`config.mk`:
```
export PLATFORM = sky130hd
export DESIGN_NAME = awbs_coord
export DESIGN_NICKNAME = d
export VERILOG_FILES = /design/src/hw/rtl/awbs_pkg.sv /design/src/hw/rtl/awbs_coord.sv
export SDC_FILE = /design/constraint.sdc
export NUM_CORES = 2
export LEC_CHECK = 0
export BUFFER_PORTS_ARGS = -buffer_cell sky130_fd_sc_hd__clkbuf_2
export CAP_MARGIN = 0
export CORE_ASPECT_RATIO = 2
export CORE_MARGIN = 2
export CORE_UTILIZATION = 39
export DETAILED_ROUTE_END_ITERATION = 8
export HOLD_SLACK_MARGIN = 0.02
export SLEW_MARGIN = 40
export SYNTH_ARGS = -nofsm -noshare
export SYNTH_HDL_FRONTEND = slang
export SYNTH_SLANG_ARGS = --single-unit
export TNS_END_PERCENT = 20
```
`constraint.sdc`:
```
create_clock -name clk -period 6.1 [get_ports clk]
set_clock_uncertainty 0.15 [all_clocks]
set_input_delay 0.305 -clock clk [delete_from_list [all_inputs] [get_ports clk]]
set_output_delay 0.305 -clock clk [all_outputs]
set_load 0.005 [all_outputs]
```
`src/hw/rtl/awbs_pkg.sv`:
```
// Shared types and constants for the affine warp bilinear sampler.
// No dependencies; imported by the coordinate, filter and top modules of the block.
`timescale 1ns / 1ps
`default_nettype none
package awbs_pkg;

  // Register indexes on the configuration port (word address).
  localparam logic [2:0] REG_COEF_XU    = 3'd0;
  localparam logic [2:0] REG_COEF_XV    = 3'd1;
  localparam logic [2:0] REG_COEF_XT    = 3'd2;
  localparam logic [2:0] REG_COEF_YU    = 3'd3;
  localparam logic [2:0] REG_COEF_YV    = 3'd4;
  localparam logic [2:0] REG_COEF_YT    = 3'd5;
  localparam logic [2:0] REG_SRC_WIDTH  = 3'd6;
  localparam logic [2:0] REG_SRC_HEIGHT = 3'd7;

  localparam int PADDR_W = 5;

  localparam logic [31:0] COEF_ONE  = 32'h0001_0000;
  localparam logic [8:0]  SIZE_RST  = 9'd256;

  localparam logic OP_LOAD   = 1'b0;
  localparam logic OP_SAMPLE = 1'b1;

  localparam int NUM_CH = 3;

  // Channel mean in Q16 and reciprocal std in Q0.24, red first.
  localparam logic [23:0] MEAN_Q16 [NUM_CH] = '{24'd8105165, 24'd7620526, 24'd6784942};
  localparam logic [18:0] RSTD_Q24 [NUM_CH] = '{19'd287306, 19'd293719, 19'd292413};

  // Per-sample control travelling from the coordinate stage to the filter.
  typedef struct packed {
    logic       valid;
    logic [3:0] mask;   // neighbour inside source, index {dy,dx}
    logic       x_odd;  // parity of the left neighbour column
    logic       y_odd;  // parity of the top neighbour row
  } awbs_ctl_t;

endpackage
`default_nettype wire

```
`src/hw/rtl/awbs_coord.sv`:
```
// Coordinate stages: affine products, source point, neighbour bounds and
// bank addresses for the four parity banks. Depends on awbs_pkg.
`timescale 1ns / 1ps
`default_nettype none
module awbs_coord #(
  parameter int MAX_SRC_SIDE     = 256,
  parameter int CROP_SIZE        = 256,
  parameter int WEIGHT_FRAC_BITS = 8,
  parameter int HALF             = (MAX_SRC_SIDE + 1) / 2,
  parameter int AW               = (HALF * HALF > 1) ? $clog2(HALF * HALF) : 1
) (
  input  wire logic                        clk,
  input  wire logic                        rst,
  input  wire logic                        en,
  input  wire logic                        take,
  input  wire logic                        op,
  input  wire logic [7:0]                  load_x,
  input  wire logic [7:0]                  load_y,
  input  wire logic [23:0]                 pixel,
  input  wire logic [7:0]                  dest_u,
  input  wire logic [7:0]                  dest_v,
  input  wire logic [31:0]                 coef_xu,
  input  wire logic [31:0]                 coef_xv,
  input  wire logic [31:0]                 coef_xt,
  input  wire logic [31:0]                 coef_yu,
  input  wire logic [31:0]                 coef_yv,
  input  wire logic [31:0]                 coef_yt,
  input  wire logic [8:0]                  src_width,
  input  wire logic [8:0]                  src_height,
  output logic      [3:0]                  bank_we,
  output logic      [AW-1:0]               waddr,
  output logic      [23:0]                 wdata,
  output logic      [3:0][AW-1:0]          raddr,
  output awbs_pkg::awbs_ctl_t              ctl,
  output logic      [WEIGHT_FRAC_BITS-1:0] wx,
  output logic      [WEIGHT_FRAC_BITS-1:0] wy
);
  import awbs_pkg::*;

  localparam int HW = (HALF > 1) ? $clog2(HALF) : 1;
  localparam int SW = $clog2(MAX_SRC_SIDE + 1);
  localparam int WF = WEIGHT_FRAC_BITS;

  // Stage 1 registers.
  logic               v1;
  logic               op1;
  logic               ok1;
  logic [7:0]         lx1;
  logic [7:0]         ly1;
  logic [23:0]        pix1;
  logic signed [40:0] pxu, pxv, pyu, pyv;
  logic [31:0]        xt1, yt1;

  always_ff @(posedge clk) begin
    if (rst) begin
      v1 <= 1'b0;
    end else if (en) begin
      v1 <= take;
    end
  end

  always_ff @(posedge clk) begin
    if (en) begin
      op1  <= op;
      lx1  <= load_x;
      ly1  <= load_y;
      pix1 <= pixel;
      if (op == OP_LOAD) begin
        ok1 <= (32'(load_x) < MAX_SRC_SIDE) && (32'(load_y) < MAX_SRC_SIDE);
      end else begin
        ok1 <= (32'(dest_u) < CROP_SIZE) && (32'(dest_v) < CROP_SIZE);
      end
      pxu <= $signed(coef_xu) * $signed({1'b0, dest_u});
      pxv <= $signed(coef_xv) * $signed({1'b0, dest_v});
      pyu <= $signed(coef_yu) * $signed({1'b0, dest_u});
      pyv <= $signed(coef_yv) * $signed({1'b0, dest_v});
      xt1 <= coef_xt;
      yt1 <= coef_yt;
    end
  end

  // Loads write their bank from stage 1, in order with the sample reads.
  always_comb begin
    for (int b = 0; b < 4; b++) begin
      bank_we[b] = en && v1 && (op1 == OP_LOAD) && ok1 && ({ly1[0], lx1[0]} == 2'(b));
    end
    waddr = AW'(HW'(ly1[7:1]) * HALF + HW'(lx1[7:1]));
    wdata = pix1;
  end

  logic signed [42:0] sx, sy;
  logic signed [27:0] x0, y0, x1, y1;
  logic [SW-1:0]      w_lim, h_lim;
  logic [1:0]         xin, yin;
  logic [HW-1:0]      col [2];
  logic [HW-1:0]      row [2];

  always_comb begin
    sx = 43'(pxu) + 43'(pxv) + 43'($signed(xt1));
    sy = 43'(pyu) + 43'(pyv) + 43'($signed(yt1));
    x0 = 28'(sx >>> 16);
    y0 = 28'(sy >>> 16);
    x1 = x0 + 28'sd1;
    y1 = y0 + 28'sd1;
    w_lim = (32'(src_width) > MAX_SRC_SIDE) ? SW'(MAX_SRC_SIDE) : SW'(src_width);
    h_lim = (32'(src_height) > MAX_SRC_SIDE) ? SW'(MAX_SRC_SIDE) : SW'(src_height);
    xin[0] = !x0[27] && (x0[26:0] < 27'(w_lim));
    xin[1] = !x1[27] && (x1[26:0] < 27'(w_lim));
    yin[0] = !y0[27] && (y0[26:0] < 27'(h_lim));
    yin[1] = !y1[27] && (y1[26:0] < 27'(h_lim));
    // Bank parity p holds whichever of the two neighbours has that parity.
    for (int p = 0; p < 2; p++) begin
      col[p] = (x0[0] == p[0]) ? HW'(x0[27:1]) : HW'(x1[27:1]);
      row[p] = (y0[0] == p[0]) ? HW'(y0[27:1]) : HW'(y1[27:1]);
    end
    for (int b = 0; b < 4; b++) begin
      raddr[b] = AW'(row[b / 2] * HALF + col[b % 2]);
    end
  end

  always_ff @(posedge clk) begin
    if (rst) begin
      ctl.valid <= 1'b0;
    end else if (en) begin
      ctl.valid <= v1 && (op1 == OP_SAMPLE) && ok1;
    end
  end

  always_ff @(posedge clk) begin
    if (en) begin
      for (int k = 0; k < 4; k++) begin
        ctl.mask[k] <= yin[k / 2] && xin[k % 2];
      end
      ctl.x_odd <= x0[0];
      ctl.y_odd <= y0[0];
      wx <= sx[15 -: WF];
      wy <= sy[15 -: WF];
    end
  end

endmodule
`default_nettype wire

```
# Word level (Yosys, flattened, before mapping)
# Cells that the tools add are included.
[op_classes]
n_bitwise = 1
multipliers = 4
add_sub_neg = 11
n_lt_le_gt_ge = 6
mux = 6
reduce_logical = 20
n_eq_ne = 3
[op_table]
columns = ["op", "count"]
rows = [
  ["$mul A32 B9 Y41", 4],
  ["$lt A27 B9 Y1", 4],
  ["$add A42 B32 Y43", 2],
  ["$add A41 B41 Y42", 2],
  ["$add A14 B7 Y14", 5],
  ["$add A27 B2 Y28 const B", 2],
  ["$mux W7", 4],
  ["$gt A9 B9 Y1 const B", 2],
  ["$mux W9", 2],
  ["$logic_and A1 B1 Y1", 15],
  ["$eq A2 B2 Y1 const B", 2],
  ["$logic_not A1 Y1", 4],
  ["$eq A2 B1 Y1 const B", 1],
  ["$logic_not A2 Y1", 1],
  ["$not A1 Y1", 1],
]
[totals]
output_inout_bits = 121
wordCells = 68
ff_bits = 293

# Depth between registers and ports, before layout
[depth]
ltp_word = 6
mapped_depth = 28
ltp_nobuf = 26

# Least setup slack after synthesis
# OpenSTA, ideal clock, no wires.
[synth_timing]
path_type = "input to register"
start = "input port dest_v[0]"
end = "register pyv[39] (data pin)"
path_buffers = 2
path_slack_ns = -0.275
t_required_ns = 5.692
cell_stages = 23
t_arrival_ns = 5.968
cell_sequence = "clkbuf_1 > clkbuf_1 > nand2_1 > fa_1 > fa_1 > fa_1 > fa_1 > inv_1 > ha_1 > inv_1 > o21ai_0 > a2111oi_0 > or3_1 > a311o_1 > a2111oi_0 > o31a_1 > o31ai_1 > a21oi_1 > a31oi_1 > a311oi_1 > a21o_1 > a21oi_1 > xnor2_1"
[synth_between]
elab_chain_cells = 1
[synth_lines]
columns = ["item", "line_no", "text"]
rows = [
  ["start, declared", "awbs_coord.sv:21", "input wire logic [7:0] dest_v,"],
  ["$mul A32 B9 Y41", "awbs_coord.sv:76", "pyv <= $signed(coef_yv) * $signed({1'b0, dest_v});"],
  ["end signal, assigned", "awbs_coord.sv:76", ""],
  ["end, declared", "awbs_coord.sv:51", "logic signed [40:0] pxu, pxv, pyu, pyv;"],
]
# No other way between the ends.
# A chain may end at the register's enable or synchronous reset.

# Worst setup path after layout
[layout_timing]
start = "input port dest_u[4]"
end = "register pyu[39] (data pin)"
[layout_between]
elab_chain_cells = 1
[layout_lines]
columns = ["item", "line_no", "text"]
rows = [
  ["start, declared", "awbs_coord.sv:20", "input wire logic [7:0] dest_u,"],
  ["$mul A32 B9 Y41", "awbs_coord.sv:75", "pyu <= $signed(coef_yu) * $signed({1'b0, dest_u});"],
  ["end signal, assigned", "awbs_coord.sv:75", ""],
  ["end, declared", "awbs_coord.sv:51", ""],
]
# No other way between the ends.

==> impl_metrics.json <==
{
  "ys_seq_area_share_pct": 17.0,
  "cts.sinks": 293,
  "initial_core_util_pct": 39.1,
  "dp_hpwl_um": 129000,
  "grt_pass1_wl_um": 231000,
  "fin_ws_ns": 0.235,
  "cts_tree": "yes",
  "fin_crit_ns": 5.87,
  "port_buffers": 391,
  "cts_root_buffer": "clkbuf_16",
  "layout-drive-gt1-share_pct": 15.2,
  "numCtsBuffers": 35,
  "critical_path_class": "input port to flip-flop",
  "clock.fmax_mhz": 170,
  "dieHeight_um": 519,
  "pre_cts_ws_ns": -0.671,
  "grt_max_degree": 77,
  "clock_latency_ns": 0.59,
  "path_cells": "clkbuf_2, buf_4, and2_1, fa_1, fa_1, inv_1, fa_1, inv_1, fa_1, ha_1, and3_1, o221ai_1, buf_4, a21oi_1, o21ai_1, o31ai_1, o41a_1, a311oi_2, o21ai_0, o21ai_0, nand2b_1, a21oi_1, xnor2_1",
  "hold_path_class": "input port to flip-flop",
  "rows": 189,
  "clockBufferDepth": 3,
  "max_slew.worst_pin.slew_ns": 0.843,
  "synth_top_cells_by_area": "fa_1, edfxtp_1, ha_1, inv_1, and2_1",
  "design_area_um2": 60600,
  "timing.hold.ws_ns": 0.0979,
  "nNetsFinal": 7719,
  "critical_path_buf_inv_count": 5,
  "worst_ep_arrival_time_ns": 6.05,
  "antenna_left": 0,
  "max_cap_viol_count": 0,
  "routed_wl_um": 148000,
  "crit_required_ns": 6.29,
  "ys_types": 109,
  "finalCritPeriodShare_pct": 96.2,
  "track_usage_pct": 22.2,
  "placed_area_um2": 58000,
  "synth_edf_count": 291,
  "gp_congestion": 0.918,
  "end_kind": "flip-flop",
  "syn_nets": 6981,
  "drt_iter0_markers": 1355,
  "area_growth_pct": 17.3,
  "status": "finished, final reports clean",
  "syn_area_per_cell_um2": 9.59,
  "netlist_instances": 5392,
  "rsz0062_at_grt": "true",
  "grt.overflow.total": 0,
  "hold_violations": 0,
  "grt_antenna_before_repair": 25,
  "cpPeakStageDelay_ns": 0.58,
  "dr_total_vias": 39205,
  "grt_pass1_vias": 43392,
  "synth.top_cell.area_share_pct": 33.8,
  "die_x_um": 261,
  "htree_levels": 2,
  "slew_viol_final": 0,
  "cpMostUsedCell": "fa_1",
  "drtPass1Iterations": 5,
  "synth-seq-cells": 293,
  "cp_top_family": "adder cells",
  "io_pins": 392,
  "detail_route.wl_per_cell_um": 18.8,
  "synth_area_leader_cell": "fa_1",
  "synth_async_sr_flop_share_pct": 0,
  "slew_headroom_pct": 42.3,
  "drc_errors": 0,
  "yosysWarnings": 0,
  "syn-cell-area_um2": 51700,
  "coreArea_um2": 132000,
  "design.die.area_um2": 136000,
  "crit_slowest_cell": "fa_1",
  "cp-start-kind": "input port",
  "path_clk_slew_ns": 0.06,
  "synth_ff_type": "edfxtp_1",
  "via_per_inst": 4.97,
  "critPathMaxFanout": 9,
  "finalSetupViolCount": 0,
  "fillers": 12663
}
final cells by class:
type                            instances  area [um^2]  share of cell area [%]
Tap cell                             1719         2150                    3.55
Multi-Input combinational cell       3793        38100                    62.9
Timing Repair Buffer                  882         6120                    10.1
Inverter                             1125         4220                    6.96
Antenna cell                           12         30.0                  0.0495
Clock inverter                         26          349                   0.576
Clock buffer                           36          880                    1.45
Sequential cell                       293         8780                    14.5
cells in the mapped netlist (5+ instances only):
master,count
a21o_1,69
a21boi_0,20
o31ai_1,11
o31a_1,7
and3_1,22
nor2_1,149
edfxtp_1,291
mux2i_1,13
o2111ai_1,5
o21ai_1,5
nand4_1,27
a2111oi_0,6
xnor2_1,170
a31oi_1,26
or2_2,19
a21oi_1,174
o211a_1,5
a211oi_1,19
and2_1,655
nand2b_1,38
inv_1,1122
a311oi_1,7
ha_1,446
fa_1,872
nor2b_1,22
o21a_1,39
nor3_1,57
a211o_1,8
o21ai_0,92
nand2_1,525
and4_1,6
nor4_1,15
o21bai_1,17
xor2_1,62
nand3_1,42
clkbuf_1,131
o211ai_1,11
buf_4,42
or3_1,17
repair_timing:
action / CTS / global route
endpoints found under the hold margin: 109 / 0
setup endpoints to repair: 3 / 27
gates resized for setup: 5 / 57
cloned: 0 / 0
setup buffers: 0 / 6
pin swaps: 1 / 13
hold buffers: 109 / 0
through the flow:
step / util [%] / TNS (ns) / cells
2_1_floorplan: - / -0.0937 / 5392
5_1_grt: 45.9 / -0.0529 / 7877
4_1_cts: 45.7 / 0 / 7868
3_3_place_gp: 43.9 / -9.82 / 7697
6_report: 45.9 / 0 / 7886
3_5_place_dp: 43.9 / -11.40 / 7697
registers in the layout, indices dropped and copies added (netlist names), 7 cells and up:
name and count:
pyv 41, wdata 24, wx 8, pxv 41, ctl 7, lx1 8
ly1 8, pyu 41, pxu 41, yt1 32, xt1 32, wy 8
kinds of logic (layout without fill, tap and decap cells):
kind of cell    after synthesis  in the layout  share of synthesized area (%)
simple gates               1628           1628                           16.5
fa+ha+maj                  1318           1318                           44.6
buf+inv                    1306           2069                           9.82
compound gates              598            598                           7.87
flops                       293            293                           17.0
xor+xnor                    235            235                           4.05
mux                          14             14                          0.273
other cells                   0             12                              0
final timing paths:
| path | from | cells past startpoint | slack [ns] | endpoint |
|---|---|---|---|---|
| worst max register to register | pxu[8] | 23 | 0.31 | ctl[5] |
| worst min-delay path | en | 1 | 0.1 | yt1[16] |
| worst max-delay path | dest_u[4] | 23 | 0.23 | pyu[39] |
| worst min register to register | ctl[6] | 2 | 0.35 | ctl[6] |
per-layer routing:
layer / wire length [um] / vias up / part of all wire [%] / GRT usage [%]
li1: - / 18321 / - / -
met1: 47800 / 19625 / 32 / 20.7
met2: 84200 / 844 / 57 / 44.5
met3: 5200 / 387 / 3.5 / 2.57
met4: 10600 / 28 / 7.2 / 13.6
met5: 178 / - / 0.12 / 0
layout by cell type (no fill, tap or decap), drive strengths merged, types with 24 or more instances in the layout:
| cell type | Yosys | routed |
|---|---|---|
| dlygate4sd3 | 0 | 109 |
| nor3 | 60 | 60 |
| nand2 | 526 | 526 |
| and2 | 656 | 656 |
| nand3 | 43 | 43 |
| clkbuf | 131 | 426 |
| a21o | 70 | 70 |
| inv | 1125 | 1131 |
| o21ai | 98 | 98 |
| nor2 | 149 | 149 |
| nand2b | 38 | 38 |
| ha | 446 | 446 |
| fa | 872 | 872 |
| a21oi | 178 | 178 |
| a31oi | 26 | 26 |
| buf | 50 | 383 |
| xor2 | 65 | 65 |
| xnor2 | 170 | 170 |
| edfxtp | 291 | 291 |
| nand4 | 28 | 28 |
| o21a | 39 | 39 |
| a21boi | 24 | 24 |
Power is not shown: default switching activity piles up to over one toggle a cycle in this logic, so the estimate is an artifact.
